`config.mk`:
```
export PLATFORM = sky130hd
export DESIGN_NAME = double_ended_queue
export DESIGN_NICKNAME = d
export VERILOG_FILES = /design/src/design/deq_pkg.sv /design/src/design/deq_ctrl.sv /design/src/design/deq_dpath.sv /design/src/design/double_ended_queue.sv
export SDC_FILE = /design/constraint.sdc
export NUM_CORES = 1
export LEC_CHECK = 0
export BUFFER_PORTS_ARGS = -buffer_cell sky130_fd_sc_hd__buf_2
export CORE_AREA = 2 2 303 155
export CTS_BUF_LIST = sky130_fd_sc_hd__clkbuf_4
export CTS_CLUSTER_DIAMETER = 80
export DETAILED_ROUTE_END_ITERATION = 10
export DIE_AREA = 0 0 305 157
export GPL_ROUTABILITY_DRIVEN = 0
export PLACE_DENSITY_LB_ADDON = 0.08
export SYNTH_ARGS = -nofsm -noshare
export SYNTH_HDL_FRONTEND = slang
export SYNTH_SLANG_ARGS = --single-unit
```
`constraint.sdc`:
```
create_clock -name clk -period 9.7 [get_ports clk]
set_input_delay 0.485 -clock clk [delete_from_list [all_inputs] [get_ports clk]]
set_output_delay 0.485 -clock clk [all_outputs]
set_load 0.02 [all_outputs]
```
`src/design/deq_pkg.sv`:
```
// Package with the shared codes and types of the double-ended queue.
`timescale 1ns / 1ps

package deq_pkg;

    // Widths of the transaction fields.
    localparam int MODE_W   = 3;
    localparam int WORD_W   = 32;
    localparam int STATUS_W = 2;

    // Operation codes carried by the mode field.
    typedef enum logic [MODE_W-1:0] {
        MODE_PUSH_FRONT = 3'd0,
        MODE_PUSH_REAR  = 3'd1,
        MODE_POP_FRONT  = 3'd2,
        MODE_POP_REAR   = 3'd3,
        MODE_LIST       = 3'd4
    } mode_t;

    // Result status codes.
    typedef enum logic [STATUS_W-1:0] {
        ST_OK    = 2'd0,
        ST_EMPTY = 2'd1,
        ST_FULL  = 2'd2
    } status_t;

    // Commands from the controller to the datapath, one per cycle.
    typedef enum logic [3:0] {
        CMD_NONE,
        CMD_PUSH_FRONT,
        CMD_PUSH_REAR,
        CMD_POP_FRONT,
        CMD_POP_REAR,
        CMD_LIST_FIRST,
        CMD_LIST_NEXT,
        CMD_REPORT_EMPTY,
        CMD_REPORT_FULL
    } cmd_t;

    // Status flags from the datapath to the controller.
    typedef struct packed {
        logic empty;
        logic full;
        logic occ_one;
        logic cursor_last;
    } deq_stat_t;

endpackage

```
`src/design/deq_ctrl.sv`:
```
// Controller state machine of the double-ended queue.
`timescale 1ns / 1ps

module deq_ctrl (
    input  logic                       clk,
    input  logic                       rst_n,
    input  logic                       start,
    input  logic [deq_pkg::MODE_W-1:0] mode,
    input  deq_pkg::deq_stat_t         stat,
    output deq_pkg::cmd_t              cmd,
    output logic                       busy
);
    import deq_pkg::*;

    typedef enum logic {
        S_IDLE,
        S_LIST
    } state_t;

    state_t state_reg;
    state_t state_next;
    logic   busy_reg;
    logic   busy_next;

    always_comb
    begin
        cmd        = CMD_NONE;
        state_next = state_reg;
        unique case (state_reg)
            S_IDLE:
            begin
                if (start)
                begin
                    unique case (mode_t'(mode))
                        MODE_PUSH_FRONT: cmd = stat.full ? CMD_REPORT_FULL : CMD_PUSH_FRONT;
                        MODE_PUSH_REAR:  cmd = stat.full ? CMD_REPORT_FULL : CMD_PUSH_REAR;
                        MODE_POP_FRONT:  cmd = stat.empty ? CMD_REPORT_EMPTY : CMD_POP_FRONT;
                        MODE_POP_REAR:   cmd = stat.empty ? CMD_REPORT_EMPTY : CMD_POP_REAR;
                        MODE_LIST:
                        begin
                            if (stat.empty)
                            begin
                                cmd = CMD_REPORT_EMPTY;
                            end
                            else
                            begin
                                cmd = CMD_LIST_FIRST;
                                if (!stat.occ_one)
                                begin
                                    state_next = S_LIST;
                                end
                            end
                        end
                        default: cmd = CMD_NONE;
                    endcase
                end
            end
            S_LIST:
            begin
                cmd = CMD_LIST_NEXT;
                if (stat.cursor_last)
                begin
                    state_next = S_IDLE;
                end
            end
            default: state_next = S_IDLE;
        endcase
        busy_next = (state_next == S_LIST);
    end

    always_ff @(posedge clk or negedge rst_n)
    begin
        if (!rst_n)
        begin
            state_reg <= S_IDLE;
            busy_reg  <= 1'b0;
        end
        else
        begin
            state_reg <= state_next;
            busy_reg  <= busy_next;
        end
    end

    assign busy = busy_reg;

endmodule

```
`src/design/deq_dpath.sv`:
```
// Datapath of the double-ended queue: ring memory, pointers and result registers.
`timescale 1ns / 1ps

module deq_dpath #(
    parameter int DEPTH = 16
) (
    input  logic                                clk,
    input  logic                                rst_n,
    input  deq_pkg::cmd_t                       cmd,
    input  logic signed [deq_pkg::WORD_W-1:0]   value,
    output deq_pkg::deq_stat_t                  stat,
    output logic                                strobe,
    output logic signed [deq_pkg::WORD_W-1:0]   word,
    output logic [deq_pkg::STATUS_W-1:0]        status,
    output logic                                last
);
    import deq_pkg::*;

    localparam int PTR_W = (DEPTH > 1) ? $clog2(DEPTH) : 1;
    localparam int CNT_W = $clog2(DEPTH + 1);
    localparam int SUM_W = CNT_W + 1;

    logic [WORD_W-1:0]   mem [DEPTH];
    logic [WORD_W-1:0]   rd_data_reg;
    logic [PTR_W-1:0]    head_reg;
    logic [PTR_W-1:0]    head_next;
    logic [CNT_W-1:0]    occ_reg;
    logic [CNT_W-1:0]    occ_next;
    logic [PTR_W-1:0]    cursor_reg;
    logic [PTR_W-1:0]    cursor_next;
    logic                strobe_reg;
    logic                from_mem_reg;
    logic [STATUS_W-1:0] status_reg;
    logic                last_reg;

    logic [PTR_W-1:0]    head_dec;
    logic [PTR_W-1:0]    head_inc;
    logic [SUM_W-1:0]    rear_sum;
    logic [SUM_W-1:0]    rear_wrap;
    logic [PTR_W-1:0]    rear_pos;
    logic [CNT_W-1:0]    rd_off;
    logic [SUM_W-1:0]    rd_sum;
    logic [SUM_W-1:0]    rd_wrap;
    logic [PTR_W-1:0]    rd_addr;
    logic [PTR_W-1:0]    wr_addr;
    logic                wr_en;
    logic                rd_en;

    // Ring arithmetic: sums stay below twice the depth, so one subtract wraps them.
    assign head_dec  = (head_reg == '0) ? PTR_W'(DEPTH - 1) : head_reg - 1'b1;
    assign head_inc  = (head_reg == PTR_W'(DEPTH - 1)) ? '0 : head_reg + 1'b1;
    assign rear_sum  = SUM_W'(head_reg) + SUM_W'(occ_reg);
    assign rear_wrap = (rear_sum >= SUM_W'(DEPTH)) ? rear_sum - SUM_W'(DEPTH) : rear_sum;
    assign rear_pos  = rear_wrap[PTR_W-1:0];

    always_comb
    begin
        if (cmd == CMD_POP_REAR)
        begin
            rd_off = occ_reg - 1'b1;
        end
        else if (cmd == CMD_LIST_NEXT)
        begin
            rd_off = CNT_W'(cursor_reg);
        end
        else
        begin
            rd_off = '0;
        end
    end

    assign rd_sum  = SUM_W'(head_reg) + SUM_W'(rd_off);
    assign rd_wrap = (rd_sum >= SUM_W'(DEPTH)) ? rd_sum - SUM_W'(DEPTH) : rd_sum;
    assign rd_addr = rd_wrap[PTR_W-1:0];

    assign wr_en   = (cmd == CMD_PUSH_FRONT) || (cmd == CMD_PUSH_REAR);
    assign wr_addr = (cmd == CMD_PUSH_FRONT) ? head_dec : rear_pos;
    assign rd_en   = (cmd == CMD_POP_FRONT) || (cmd == CMD_POP_REAR)
                  || (cmd == CMD_LIST_FIRST) || (cmd == CMD_LIST_NEXT);

    always_ff @(posedge clk)
    begin
        if (wr_en)
        begin
            mem[wr_addr] <= value;
        end
        if (rd_en)
        begin
            rd_data_reg <= mem[rd_addr];
        end
    end

    always_comb
    begin
        head_next   = head_reg;
        occ_next    = occ_reg;
        cursor_next = cursor_reg;
        unique case (cmd)
            CMD_PUSH_FRONT:
            begin
                head_next = head_dec;
                occ_next  = occ_reg + 1'b1;
            end
            CMD_PUSH_REAR:  occ_next = occ_reg + 1'b1;
            CMD_POP_FRONT:
            begin
                head_next = head_inc;
                occ_next  = occ_reg - 1'b1;
            end
            CMD_POP_REAR:   occ_next = occ_reg - 1'b1;
            CMD_LIST_FIRST: cursor_next = PTR_W'(1);
            CMD_LIST_NEXT:  cursor_next = cursor_reg + 1'b1;
            default:        cursor_next = cursor_reg;
        endcase
    end

    always_ff @(posedge clk or negedge rst_n)
    begin
        if (!rst_n)
        begin
            head_reg   <= '0;
            occ_reg    <= '0;
            cursor_reg <= '0;
            strobe_reg <= 1'b0;
        end
        else
        begin
            head_reg   <= head_next;
            occ_reg    <= occ_next;
            cursor_reg <= cursor_next;
            strobe_reg <= (cmd != CMD_NONE);
        end
    end

    always_ff @(posedge clk)
    begin
        from_mem_reg <= rd_en;
        unique case (cmd)
            CMD_REPORT_EMPTY: status_reg <= ST_EMPTY;
            CMD_REPORT_FULL:  status_reg <= ST_FULL;
            default:          status_reg <= ST_OK;
        endcase
        if (cmd == CMD_LIST_FIRST)
        begin
            last_reg <= stat.occ_one;
        end
        else if (cmd == CMD_LIST_NEXT)
        begin
            last_reg <= stat.cursor_last;
        end
        else
        begin
            last_reg <= 1'b1;
        end
    end

    assign stat.empty       = (occ_reg == '0);
    assign stat.full        = (occ_reg == CNT_W'(DEPTH));
    assign stat.occ_one     = (occ_reg == CNT_W'(1));
    assign stat.cursor_last = (CNT_W'(cursor_reg) == occ_reg - 1'b1);

    assign strobe = strobe_reg;
    assign word   = from_mem_reg ? rd_data_reg : '0;
    assign status = status_reg;
    assign last   = last_reg;

endmodule

```
`src/design/double_ended_queue.sv`:
```
// Top level of the bounded double-ended queue of signed 32-bit words.
`timescale 1ns / 1ps

// Usage
// A transaction is accepted at a rising edge where start is high and busy is low.
// mode selects push front, push rear, pop front, pop rear or list all; value is
// the word to push and is ignored otherwise. Unused mode codes are taken and
// dropped without any result.
// Each result appears for exactly one cycle with strobe high: word, status and
// last. The receiver cannot stall, so results are never held back.
// Pushes and pops give their single result in the cycle after acceptance and
// leave busy low, so one such transaction may be accepted in every cycle.
// A list reads one stored entry per cycle from the single read port of the ring
// memory, front to rear: with N words stored it gives N results on successive
// cycles from the cycle after acceptance, and busy stays high until the last one.
// Last is set on the final result. An empty list, a pop from an empty queue
// and a push to a full queue each give one result with a status code.
// Reset clears the head pointer, the occupancy and the list walk; the memory
// contents are not cleared and need no clearing pass, since only stored words
// are ever read.
module double_ended_queue #(
    parameter int DEPTH = 16
) (
    input  logic                                clk,
    input  logic                                rst_n,
    input  logic                                start,
    output logic                                busy,
    input  logic [deq_pkg::MODE_W-1:0]          mode,
    input  logic signed [deq_pkg::WORD_W-1:0]   value,
    output logic                                strobe,
    output logic signed [deq_pkg::WORD_W-1:0]   word,
    output logic [deq_pkg::STATUS_W-1:0]        status,
    output logic                                last
);
    import deq_pkg::*;

    // Command issued this cycle and the flags that steer the controller.
    cmd_t      cmd;
    deq_stat_t stat;

    // The controller turns each accepted transaction into one command, or a list into a
    // first list command and a run of further list commands while busy is high.
    deq_ctrl u_ctrl (
        .clk   (clk),
        .rst_n (rst_n),
        .start (start),
        .mode  (mode),
        .stat  (stat),
        .cmd   (cmd),
        .busy  (busy)
    );

    // The datapath holds the ring, its pointers and the registered result.
    deq_dpath #(
        .DEPTH (DEPTH)
    ) u_dpath (
        .clk    (clk),
        .rst_n  (rst_n),
        .cmd    (cmd),
        .value  (value),
        .stat   (stat),
        .strobe (strobe),
        .word   (word),
        .status (status),
        .last   (last)
    );

endmodule

```
==> summary.md <==
| Metric | Value |
|---|---|
| RSZ-0062 raised after global routing | false |
| Syn. warnings | 0 |
| Xor/xnor share of the synthesized area | 0.7451% |
| Core Area | 44940 sq um |
| Post-Synth Simple-Gate Area | 7.288% |
| # setup viols final | 0 |
| # hold bufs at CTS | 34 |
| Post-CTS Resized | 0 |
| Core Rows | 55 |
| Yosys cell types | 62 |
| Post-synth top cells | edfxtp_1 (544), nor2_1 (185), mux4_2 (128) |
| Htree depth | 4 |
| Asr flop ratio synth | 2.664% |
| GR Util met1 | 38.99% |
| CP Class | reg -> reg |
| Most used routing layer | met2 |
| Starting Density | 54.94% |
| Post-Synthesis Cells | 1535 |
| Initial detailed-routing violation count | 1762 |
| Top-Level Pins | 75 |
| Reg2reg setup slack | 3290 ps |
| Max_cap viols | 0 |
| Syn Area/Cell | 16.08 sq um |
| DRC violations left | 0 |
| Most common cell in the synthesized netlist | edfxtp_1 |
| Clk sinks | 563 |
| Gr usage total | 27.68% |
| Vias per cell | 6.462 |
| Worst slew margin | 19.03% |
| Global-route wire length before repair | 96290 um |
| Pre-antenna DRT Iters | 5 |
| Complex-gate fraction of the synthesized area | 5.388% |
| Hold Fails Final Rpt | 0 |
| Slew Limit Fails | 0 |
| Routed WL | 65180 um |
| CTS tree | yes |
| FMAX | 0.1560 GHz |
| Seq/Total Area, Yosys | 68.02% |
| Routed via count | 15495 |
| Routed len/inst | 27.18 um |
| Worst-path clk slew | 80 ps |
| Post-synth EDFFs | 544 |
| Final Cycle Share | 66.07% |
| Port Buf Inserts | 74 |
| Worst-skew pair later-pin latency | 850 ps |
| Post-CTS Setup Bufs | 0 |
| DRT antenna net count | 0 |
| Clock buffer depth | 3 |
| Nets | 1761 |
| Synthesized Nets | 1589 |
| Overflow after GRT | 0 |
| Area of the die | 47890 sq um |
| Met2 Use GR | 42.55% |
| Main combinational cell family by area after synthesis | multiplexers |
| Max reg flops | 512 |
| Minimum clock period | 6409 ps |
| Mapped Area | 24690 sq um |
| Post-DP HPWL | 32530 um |
| Die height | 157 um |
| Most used DFF post-synth | edfxtp_1 |
| Initial antenna violation count | 3 |
| Post-synthesis adder-cell area fraction | 0.8718% |
| Mux cell area share after synthesis | 15.77% |
| Dominant cell type by area after synthesis | edfxtp_1 |
| R2R Path Start | u_dpath.occ_reg[0] |
| CTS Buf Count | 130 |
| Nature of the critical path endpoint | flip-flop |
| Worst Path Max Fanout | 21 |
| Pin count of the biggest net entering global routing | 109 |
| Post-Route Setup TNS | 0 ps |
| Startpoint Class | flip-flop |
| R2r worst-path depth | 17 |
| R2r endpoint | u_dpath.rd_data_reg[3] |
| Top post-synthesis cells by area | edfxtp_1 (66%), mux4_2 (12%), nor2_1 (2.8%), mux2i_1 (2.6%), o22ai_1 (1.6%) |
| Clk_skew | 58.96 ps |
| Die X | 305 um |
| Req. time, crit path | 10350 ps |
| Yosys top cell area share | 66.17% |
| Synthesized flop and latch total | 563 |
| Status | completed |
| Clock Root Buffer | clkbuf_4 |
| M3 GR Usage | 5.844% |
| Worst-margin pin slew | 1215 ps |
| Area Overhead vs Synth | 12.94% |
| Data arrival, critical path | 7060 ps |
| Vias in the first global route | 15850 |
| Share of cells above drive strength 1 | 28.27% |
| Worst min path class | in -> async |
[logic make-up after synthesis]
logic type,Yosys count
DFF,563
and+or+nand+nor,399
muxes,225
AOI/OAI and AO/OA,197
buffers and inverters,114
xor gates and xnor gates,21
adders and majority gates,16
[layer usage]
layer / vias to the layer above / part of all wire (%)
li1: 6531 / -
met1: 7886 / 41
met2: 920 / 46
met3: 158 / 10
met4: 0 / 2.6
met5: - / 0
[final cells by class]
type / instances / area, sq um
multi-input combinational: 858 / 7635
inverter: 11 / 41.29
clock buffer: 192 / 1441
antenna: 3 / 7.507
fill: 3261 / 17060
tap: 598 / 748.2
clock inverter: 30 / 230.2
timing repair buffer: 143 / 985.9
sequential: 563 / 16790
[stage by stage]
step	util [%]	hold WS, ps	std cells	instance area [sq um]	worst slack (ps)
after floorplan	-	189.4	1535	24690	5076
after global placement	57.55	411.7	2139	25860	3578
after detailed placement	57.55	421.6	2139	25860	3533
after CTS	62.03	11.72	2395	27870	3455
after global routing	62.04	59.62	2397	27880	2993
final	62.04	66.32	2398	27880	3291
[cell usage in the layout, fill, tap and decap left out, drive strengths merged, types with 9 or more instances in the layout]
cell / count
buf: 109
edfxtp: 544
xnor2: 15
ha: 14
o21ai: 49
mux4: 128
clkbuf: 192
inv: 14
mux2: 32
nand3: 38
o211ai: 9
a21oi: 12
nand2: 85
mux2i: 65
clkinv: 22
dfrtp: 15
and3: 36
dlygate4sd3: 34
o22ai: 64
a32oi: 33
and2: 33
nor2: 185
[critical path: stages, from the launching register on]
cell and delay (ps):
dfrtp_1 480, inv_1 170, ha_1 200, or3b_4 420
a311oi_4 340, nand2_2 220, nor2_1 230, nand2_1 120
o21ai_0 280, ha_1 380, a21oi_1 310, and3_2 780
buf_4 450, or3_1 690, buf_4 540, o22ai_1 190
mux2i_1 150, and3_1 230
[how the worst max path moves through the flow]
stage / slack, ps / end / start
floorplan: 5080 / u_dpath.rd_data_reg[30] / u_dpath.occ_reg[0]
global placement: 3580 / u_dpath.rd_data_reg[30] / u_dpath.occ_reg[0]
detailed placement: 3530 / u_dpath.rd_data_reg[30] / u_dpath.occ_reg[0]
CTS: 3460 / u_dpath.rd_data_reg[30] / u_dpath.occ_reg[0]
global route: 2990 / u_dpath.rd_data_reg[29] / u_dpath.occ_reg[0]
finish: 3290 / u_dpath.rd_data_reg[3] / u_dpath.occ_reg[0]
Power is left out: the tool's default activity adds up to more than one toggle a clock period on the data nets, which glitch-free logic cannot reach.
